===== src/rtl/core/deq_pkg.sv =====
// ----------------------------------------------------------------------------
// deq_pkg
// Shared types and codes of the double-ended queue with half rotation.
// ----------------------------------------------------------------------------
`default_nettype none

package deq_pkg;

  // action codes
  localparam logic [2:0] ACT_PUSH_FRONT = 3'd0;
  localparam logic [2:0] ACT_PUSH_BACK  = 3'd1;
  localparam logic [2:0] ACT_POP_FRONT  = 3'd2;
  localparam logic [2:0] ACT_POP_BACK   = 3'd3;
  localparam logic [2:0] ACT_ROTATE     = 3'd4;

  // status codes
  localparam logic [1:0] STAT_DONE  = 2'd0;
  localparam logic [1:0] STAT_VALID = 2'd1;
  localparam logic [1:0] STAT_EMPTY = 2'd2;
  localparam logic [1:0] STAT_FULL  = 2'd3;

  typedef struct packed {
    logic [2:0]         action;
    logic signed [31:0] value;
  } cmd_t;

  typedef struct packed {
    logic [1:0]         status;
    logic signed [31:0] popped_value;
  } rsp_t;

  // result handed from the controller to the output register
  typedef struct packed {
    logic valid;
    rsp_t item;
  } result_t;

  typedef enum logic [1:0] {
    S_IDLE,
    S_POP_WAIT,
    S_ROT
  } deq_state_t;

endpackage

`default_nettype wire


===== src/rtl/core/deq_ctrl.sv =====
// ----------------------------------------------------------------------------
// deq_ctrl
// Front index, count and sequencer: pushes, pops and the half rotation,
// which moves the first count/2 items one by one behind the tail.
// ----------------------------------------------------------------------------
`default_nettype none

module deq_ctrl #(
  parameter int DEPTH = 1024,
  parameter int AW    = 10,
  parameter int CW    = 11
) (
  input  wire logic               clk,
  input  wire logic               rst,
  input  wire logic               cmd_valid,
  input  wire deq_pkg::cmd_t      cmd,
  input  wire logic               res_free,
  output logic                    cmd_stall,
  output deq_pkg::result_t        res,
  output logic                    ren,
  output logic [AW-1:0]           raddr,
  input  wire logic signed [31:0] rdata,
  output logic                    we,
  output logic [AW-1:0]           waddr,
  output logic signed [31:0]      wdata
);

  deq_pkg::deq_state_t state, state_next;
  logic [AW-1:0] front, front_next;
  logic [CW-1:0] count, count_next;
  logic [AW-1:0] rd_ptr, rd_ptr_next;
  logic [AW-1:0] wr_ptr, wr_ptr_next;
  logic [CW-1:0] rot_left, rot_left_next;
  logic          rd_pend, rd_pend_next;

  logic          take;
  logic          full;
  logic          empty;
  logic [AW-1:0] cnt_lo;
  logic [AW-1:0] tail;
  logic [AW-1:0] back;

  function automatic logic [AW-1:0] add_wrap(input logic [AW-1:0] a, input logic [AW-1:0] b);
    logic [AW:0] s;
    s = {1'b0, a} + {1'b0, b};
    if (s >= (AW+1)'(DEPTH)) begin
      s = s - (AW+1)'(DEPTH);
    end
    return s[AW-1:0];
  endfunction

  function automatic logic [AW-1:0] inc_wrap(input logic [AW-1:0] p);
    return (p == AW'(DEPTH - 1)) ? '0 : p + 1'b1;
  endfunction

  function automatic logic [AW-1:0] dec_wrap(input logic [AW-1:0] p);
    return (p == '0) ? AW'(DEPTH - 1) : p - 1'b1;
  endfunction

  assign cmd_stall = !((state == deq_pkg::S_IDLE) && res_free);
  assign take      = cmd_valid && !cmd_stall;
  assign full      = (count == CW'(DEPTH));
  assign empty     = (count == '0);
  assign cnt_lo    = count[AW-1:0];
  // when full the slot behind the tail is the front itself
  assign tail      = full ? front : add_wrap(front, cnt_lo);
  assign back      = add_wrap(front, cnt_lo - 1'b1);

  always_ff @(posedge clk) begin
    if (rst) begin
      state    <= deq_pkg::S_IDLE;
      front    <= '0;
      count    <= '0;
      rd_pend  <= 1'b0;
      rot_left <= '0;
    end else begin
      state    <= state_next;
      front    <= front_next;
      count    <= count_next;
      rd_pend  <= rd_pend_next;
      rot_left <= rot_left_next;
    end
  end

  always_ff @(posedge clk) begin
    rd_ptr <= rd_ptr_next;
    wr_ptr <= wr_ptr_next;
  end

  always_comb begin
    state_next    = state;
    front_next    = front;
    count_next    = count;
    rd_ptr_next   = rd_ptr;
    wr_ptr_next   = wr_ptr;
    rot_left_next = rot_left;
    rd_pend_next  = 1'b0;
    ren           = 1'b0;
    raddr         = front;
    we            = 1'b0;
    waddr         = tail;
    wdata         = cmd.value;
    res           = '0;

    case (state)
      deq_pkg::S_IDLE: begin
        if (take) begin
          case (cmd.action)
            deq_pkg::ACT_PUSH_FRONT: begin
              res.valid = 1'b1;
              if (full) begin
                res.item.status = deq_pkg::STAT_FULL;
              end else begin
                we         = 1'b1;
                waddr      = dec_wrap(front);
                front_next = dec_wrap(front);
                count_next = count + 1'b1;
              end
            end
            deq_pkg::ACT_PUSH_BACK: begin
              res.valid = 1'b1;
              if (full) begin
                res.item.status = deq_pkg::STAT_FULL;
              end else begin
                we         = 1'b1;
                waddr      = tail;
                count_next = count + 1'b1;
              end
            end
            deq_pkg::ACT_POP_FRONT: begin
              if (empty) begin
                res.valid       = 1'b1;
                res.item.status = deq_pkg::STAT_EMPTY;
              end else begin
                ren        = 1'b1;
                raddr      = front;
                front_next = inc_wrap(front);
                count_next = count - 1'b1;
                state_next = deq_pkg::S_POP_WAIT;
              end
            end
            deq_pkg::ACT_POP_BACK: begin
              if (empty) begin
                res.valid       = 1'b1;
                res.item.status = deq_pkg::STAT_EMPTY;
              end else begin
                ren        = 1'b1;
                raddr      = back;
                count_next = count - 1'b1;
                state_next = deq_pkg::S_POP_WAIT;
              end
            end
            deq_pkg::ACT_ROTATE: begin
              if (count < CW'(2)) begin
                res.valid = 1'b1;
              end else begin
                rd_ptr_next   = front;
                wr_ptr_next   = tail;
                rot_left_next = count >> 1;
                state_next    = deq_pkg::S_ROT;
              end
            end
            default: begin
              res.valid = 1'b1;
            end
          endcase
        end
      end
      deq_pkg::S_POP_WAIT: begin
        res.valid             = 1'b1;
        res.item.status       = deq_pkg::STAT_VALID;
        res.item.popped_value = rdata;
        state_next            = deq_pkg::S_IDLE;
      end
      deq_pkg::S_ROT: begin
        // read the next head item while the previous one lands behind the tail
        if (rot_left != '0) begin
          ren           = 1'b1;
          raddr         = rd_ptr;
          rd_ptr_next   = inc_wrap(rd_ptr);
          rot_left_next = rot_left - 1'b1;
          rd_pend_next  = 1'b1;
        end
        if (rd_pend) begin
          we          = 1'b1;
          waddr       = wr_ptr;
          wdata       = rdata;
          wr_ptr_next = inc_wrap(wr_ptr);
        end
        if ((rot_left == '0) && !rd_pend) begin
          front_next = rd_ptr;
          res.valid  = 1'b1;
          state_next = deq_pkg::S_IDLE;
        end
      end
      default: begin
        state_next = deq_pkg::S_IDLE;
      end
    endcase
  end

endmodule

`default_nettype wire


===== config.mk =====
export PLATFORM = sky130hd
export DESIGN_NAME = deq_ctrl
export DESIGN_NICKNAME = d
export VERILOG_FILES = /design/src/rtl/core/deq_pkg.sv /design/src/rtl/core/deq_ctrl.sv
export SDC_FILE = /design/constraint.sdc
export NUM_CORES = 1
export LEC_CHECK = 0
export BUFFER_PORTS_ARGS = -buffer_cell sky130_fd_sc_hd__buf_4
export CAP_MARGIN = 10
export CORE_ASPECT_RATIO = 2
export CORE_UTILIZATION = 55
export CTS_CLUSTER_DIAMETER = 30
export DETAILED_ROUTE_END_ITERATION = 8
export PLACE_DENSITY = 0.83
export SETUP_SLACK_MARGIN = 0.4
export SLEW_MARGIN = 20
export SYNTH_ARGS = -nofsm -noshare
export SYNTH_HDL_FRONTEND = slang
export SYNTH_SLANG_ARGS = --single-unit

===== constraint.sdc =====
create_clock -name clk -period 4.3 [get_ports clk]
set_input_delay 0.215 -clock clk [delete_from_list [all_inputs] [get_ports clk]]
set_output_delay 0.215 -clock clk [all_outputs]
set_load 0.01 [all_outputs]

==> flow_metrics.env, run 1 <==
export IMPL_outcome="completed"
export IMPL_avgSynthCellArea_sq_um=7.21
export IMPL_period_minus_slack_ps=3520
export IMPL_worst_setup_path_start_kind="flip-flop"
export IMPL_placed_area_sq_um=7300
export IMPL_rows=54
export IMPL_ys_seq_area_share_pct=21.3
export IMPL_layout_drive_gt1_share_pct=20.7
export IMPL_synth_fp_nets=956
export IMPL_finalHoldViolCount=0
export IMPL_crit_fanout=9
export IMPL_vias=7001
export IMPL_viasPerCell=6.28
export IMPL_ctsHoldBuffers=0
export IMPL_synth_edff_count=20
export IMPL_intPower_uw=1080
export IMPL_post_route_cell_area_sq_um=7490
export IMPL_slew_viol_final=0
export IMPL_r2r_end="rot_left[3]$_SDFFE_PP0P_"
export IMPL_layoutNonFillerInstCount=1114
export IMPL_min_path_type="primary input to flip-flop"
export IMPL_die_x_um=76.6
export IMPL_yosys_area_top_type_share_pct=11.5
export IMPL_cts_buffers=5
export IMPL_crit_path_end_kind="output pin"
export IMPL_grtUsageTotal_pct=36.9
export IMPL_grt_ovfl_total=0
export IMPL_pwr_share_seq_pct=36.7
export IMPL_grt_pass1_wl_mm=33.2
export IMPL_numPlacedInstances=1106
export IMPL_hpwlAfterDp_mm=16.4
export IMPL_hold_depth=3
export IMPL_ff2ff_path_depth=9
export IMPL_skew_ps=15.7
export IMPL_core_area_sq_um=10900
export IMPL_grt_max_degree=44
export IMPL_worstReg2RegStart="rot_left[0]$_SDFFE_PP0P_"
export IMPL_cts_sinks=55
export IMPL_die_h_um=151
export IMPL_fmax_mhz=284
export IMPL_whs_endpoint="state[0]$_SDFFE_PP0P_"
export IMPL_power_frac_comb_pct=30.1
export IMPL_setup_tns_ps=0
export IMPL_hold_start="cmd_valid"
export IMPL_max_slew_margin_pct=35.7
export IMPL_htreeDepth=2
export IMPL_synth_common_cells="173 x nand2_1, 65 x nor2_1, 60 x a21oi_1, 43 x o21ai_0, 37 x and2_1"
export IMPL_ios=161
export IMPL_cts_setup_buffers=0
export IMPL_clk_pin_slew_ps=70
export IMPL_synth_warnings=0
export IMPL_dr_pass1_iters=7
export IMPL_grt_pass1_vias=6676
export IMPL_areaGrowthSynthToFinish_pct=22.5
export IMPL_portBuffers=160
export IMPL_power_frac_clock_pct=33.2
export IMPL_leakage_uw=0.00342
export IMPL_cp_data_required_time_ps=4090
export IMPL_utilization_pct=68.9
export IMPL_crit_type="flip-flop to output pin"
export IMPL_initialDrtViolationCount=554
export IMPL_drv_cap=0
export IMPL_wire_per_inst_um=19.2
export IMPL_worstMarginPinSlew_ps=961
export IMPL_synth_area_sq_um=6110
export IMPL_async_reset_ff_share_pct=0
export IMPL_cts_tree="done"
export IMPL_clkLatencyLatePin_ps=310
export IMPL_ys_types=81
export IMPL_rrSetupSlack_ps=1130
export IMPL_routed_wl_mm=21.4
export IMPL_fin_nets=1081
export IMPL_synthCells=848
export IMPL_setup_viol=0
export IMPL_cp_arrival_ps=3300
export IMPL_antenna_cells=0
export IMPL_ant_nets=0
export IMPL_total_switching_power_uw=478
export IMPL_fin_crit_sh_pct=81.9
export IMPL_rsz0062_at_grt="no"
export IMPL_clock_root_buffer="clkbuf_16"
export IMPL_synthFlopType="dfxtp_1"
export IMPL_power_total_uw=1560
export IMPL_synth_seq_cells=55
export IMPL_antenna_found_initial=0
export IMPL_switching_share_pct=30.7
export IMPL_yosysMostFrequentCell="nand2_1"
export IMPL_initial_utilization_pct=56.2
export IMPL_gp_congestion=0.983
export IMPL_cts_resized=0
export IMPL_ir_worst_vdd_uv=246
export IMPL_die_area_sq_um=11600
export IMPL_clk_path_buf_depth=2
export IMPL_synthTopCellsByArea="dfxtp_1 11%, nand2_1 11%, edfxtp_1 9.8%, ha_1 7.0%, a21oi_1 4.9%"
export IMPL_drc_errors=0
export IMPL_power_density_nw_per_um2=208
export IMPL_yosysTopAreaCell="dfxtp_1"
[through the flow]
step / hold slack, ps / setup WS [ps]
3_3_place_gp: 463 / 1210
2_1_floorplan: 396 / 1550
6_report: 244 / 780
5_1_grt: 285 / 419
3_5_place_dp: 468 / 1120
4_1_cts: 239 / 772
[cell type report]
class | instances | area [sq um]
Fill cell | 1007 | 3390
Inverter | 21 | 78.8
Tap cell | 140 | 175
Timing Repair Buffer | 171 | 1280
Clock buffer | 6 | 150
Multi-Input combinational cell | 719 | 4460
Clock inverter | 2 | 37.5
Sequential cell | 55 | 1300
[state kept, by name, indices dropped and copies added, names as in the netlist]
name and count:
front 10, rd_ptr 10, wr_ptr 10, rd_pend 1, count 11, rot_left 11
state 2
[cell usage in the layout (no fill, tap or decap), types with 11 or more instances in the layout]
cell type and instances:
ha_1 34, buf_4 171, and2_1 37, nand2_1 173, o211ai_1 13, a31oi_1 17, nor2_1 65, edfxtp_1 20
o21ai_0 43, and3_1 11, nor3_1 15, xnor2_1 26, inv_1 21, dfxtp_1 35, a21oi_1 60, nand3_1 19
mux2i_1 11, xor2_1 26
[critical path, cell delays in order, from the launching register on]
cell,delay [ps]
dfxtp_1,400
inv_1,140
ha_1,190
nor3b_2,360
xor2_1,160
ha_1,340
o211ai_1,90
o21ai_0,290
a21boi_0,160
o31a_1,310
xnor2_1,120
o21ai_0,260
buf_4,180
[power groups by stage]
stage                     Combinational, uW  Clock (uW)  Sequential [uW]
after floorplan                         300           0              566
after global placement                  457           0              582
after detailed placement                462           0              582
after CTS                               464         519              570
after global routing                    510         535              572
final                                   469         517              571
[how the worst max path moves through the flow]
stage	startpoint	endpoint	slack, ps
2_1_floorplan	count[1]$_SDFFE_PP0P_	raddr[9]	1550
3_3_place_gp	count[1]$_SDFFE_PP0P_	raddr[7]	1210
3_5_place_dp	count[1]$_SDFFE_PP0P_	raddr[9]	1120
4_1_cts	count[1]$_SDFFE_PP0P_	raddr[9]	770
5_1_grt	count[1]$_SDFFE_PP0P_	raddr[9]	420
6_report	count[1]$_SDFFE_PP0P_	raddr[9]	780
[routing by layer]
layer / track usage, % / vias to the layer above / wire length [um] / part of all wire [%]
li1: - / 3289 / - / -
met5: 0 / - / 0 / 0
met2: 68.5 / 412 / 11200 / 52
met1: 34.5 / 3192 / 6890 / 32
met4: 31.1 / 0 / 1670 / 7.8
met3: 7.05 / 108 / 1670 / 7.8
[logic make-up (layout without fill, tap and decap cells)]
kind of cell	count (synthesis)	after routing	synth area share, %
DFF	55	55	21.3
buffers and inverters	74	200	5.81
xor gates and xnor gates	52	52	7.45
AOI/OAI and AO/OA	230	230	24.8
muxes	12	12	1.98
adders and majority gates	37	37	7.94
and+or+nand+nor	388	388	30.7
(Power assumes the default switching activity.)
==> run 2, diff against run 1 <==
==> constraint.sdc (replaced) <==
create_clock -name clk -period 3.5 [get_ports clk]
set_input_delay 0.175 -clock clk [delete_from_list [all_inputs] [get_ports clk]]
set_output_delay 0.175 -clock clk [all_outputs]
set_load 0.01 [all_outputs]
==> flow_metrics.env, run 2 (same netlist as run 1, synthesis figures left out) <==
export IMPL_core_area_sq_um=10900
export IMPL_dr_pass1_iters=6
export IMPL_worst_setup_path_start_kind="flip-flop"
export IMPL_rows=54
export IMPL_gr_max_usage_layer="met2"
export IMPL_placed_area_sq_um=7440
export IMPL_vias=7099
export IMPL_gp_congestion=0.982
export IMPL_die_area_sq_um=11600
export IMPL_grt_max_degree=44
export IMPL_initial_utilization_pct=56.2
export IMPL_antenna_cells=0
export IMPL_hpwlAfterDp_mm=16.7
export IMPL_crit_fanout=6
export IMPL_layout_drive_gt1_share_pct=24.0
export IMPL_outcome="completed"
export IMPL_setup_tns_ps=0
export IMPL_crit_path_end_kind="output pin"
export IMPL_layout_common_cells="192 x buf_4, 173 x nand2_1, 64 x nor2_1, 60 x a21oi_1, 40 x o21ai_0"
export IMPL_fin_nets=1102
export IMPL_crit_chain="inv_1 -> ha_2 -> or3b_4 -> or4b_4 -> and2_2 -> a31oi_1 -> o21ai_0 -> o211ai_1 -> buf_4"
export IMPL_final_common_cell="buf_4"
export IMPL_clk_path_buf_depth=2
export IMPL_critPathMaxStageDelay_ps=550
export IMPL_min_path_type="primary input to flip-flop"
export IMPL_hold_ws_ps=197
export IMPL_biggestRegsByFlops="count: 11 flops, rot_left: 11 flops"
export IMPL_wire_per_inst_um=19.3
export IMPL_cpMaxStageDelayCell="or4b_4"
export IMPL_drc_errors=0
export IMPL_leakage_uw=0.00353
export IMPL_post_route_cell_area_sq_um=7720
export IMPL_rsz0062_at_grt="yes"
export IMPL_viasPerCell=6.25
export IMPL_ant_nets=0
export IMPL_setup_viol=0
export IMPL_die_x_um=76.6
export IMPL_ctsHoldBuffers=0
export IMPL_power_total_uw=1940
export IMPL_cts_sinks=55
export IMPL_portBuffers=160
export IMPL_period_minus_slack_ps=3060
export IMPL_clock_root_buffer="clkbuf_16"
export IMPL_htreeDepth=2
export IMPL_grtUsageTotal_pct=37.1
export IMPL_initialDrtViolationCount=621
export IMPL_fin_crit_sh_pct=87.5
export IMPL_max_slew_margin_pct=33.0
export IMPL_worstMarginPinSlew_ps=1000
export IMPL_cp_arrival_ps=2890
export IMPL_power_density_nw_per_um2=251
export IMPL_grt_pass1_vias=6821
export IMPL_slew_viol_final=0
export IMPL_crit_type="flip-flop to output pin"
export IMPL_clkLatencyLatePin_ps=300
export IMPL_grt_use_met1_pct=33.9
export IMPL_areaGrowthSynthToFinish_pct=26.3
export IMPL_grt_pass1_wl_mm=33.5
export IMPL_skew_ps=10.3
export IMPL_drv_cap=0
export IMPL_grt_use_met2_pct=70.5
export IMPL_cts_buffers=5
export IMPL_antenna_found_initial=0
export IMPL_cts_tree="done"
export IMPL_cp_data_required_time_ps=3320
export IMPL_die_h_um=151
export IMPL_finalHoldViolCount=0
export IMPL_use_met3_pct=5.66
export IMPL_ios=161
export IMPL_fmax_mhz=327
export IMPL_grt_ovfl_total=0
export IMPL_routed_wl_mm=21.9
export IMPL_ir_worst_vdd_uv=227
export IMPL_clk_pin_slew_ps=70
## run 2: cell count changes in the layout (fill, tap and decap cells not counted), moves of 2 or more
cell,change
buf_4,+21
dfxtp_1,-5
dfxtp_2,+3
dfxtp_4,+2
ha_1,-2
inv_1,-2
inv_2,+2
o21ai_0,-3
o21ai_1,+2
## run 2: path summary, 6_finish.rpt
path | startpoint | end | slack (ps) | cells past startpoint
max | front[1]$_SDFFE_PP0P_ | waddr[5] | 440 | 9
min | cmd_valid | state[0]$_SDFFE_PP0P_ | 200 | 3
max reg2reg | rot_left[0]$_SDFFE_PP0P_ | rot_left[6]$_SDFFE_PP0P_ | 830 | 11
min reg2reg | rot_left[1]$_SDFFE_PP0P_ | rot_left[1]$_SDFFE_PP0P_ | 470 | 2
## run 2: per-layer routing
metal	share of wire, %	wire (um)
met1	32	7020
met2	52	11400
met3	7.6	1660
met4	8.4	1830
met5	0	0
## run 2: repair_timing
action / in CTS / in global routing
endpoints found under the setup margin: 6 / 14
pin swaps: 0 / 3
gates cloned: 0 / 0
endpoints found under the hold margin: 0 / 0
resized for setup: 6 / 19
setup buffers: 0 / 2
## run 2: final cells by class
type	count	area, sq um
inverter	21	78.8
sequential	55	1310
clock buffer	6	150
clock inverter	2	37.5
timing repair buffer	192	1440
tap	140	175
multi-input combinational	719	4530
fill	913	3160
## run 2: critical path: cells and delay by family (launching register included)
kind / cells / cell delay (ps)
buffers and inverters: 2 / 320
flip-flops: 1 / 310
adder cells (fa/ha/maj): 1 / 270
AO/OA/AOI/OAI: 3 / 460
AND/OR/NAND/NOR: 3 / 1240
## run 2: power by group
| part | internal (uW) | switching, uW |
|---|---|---|
| logic | 290 | 328 |
| registers | 670 | 20.0 |
| clock network | 382 | 249 |
## run 2: stage by stage
step	worst slack [ps]	std cells	util, %
after floorplan	787	848	-
final	439	1135	71.0
after detailed placement	407	1125	68.4
after global routing	250	1135	71.0
after global placement	463	1125	68.4
after CTS	373	1133	70.3
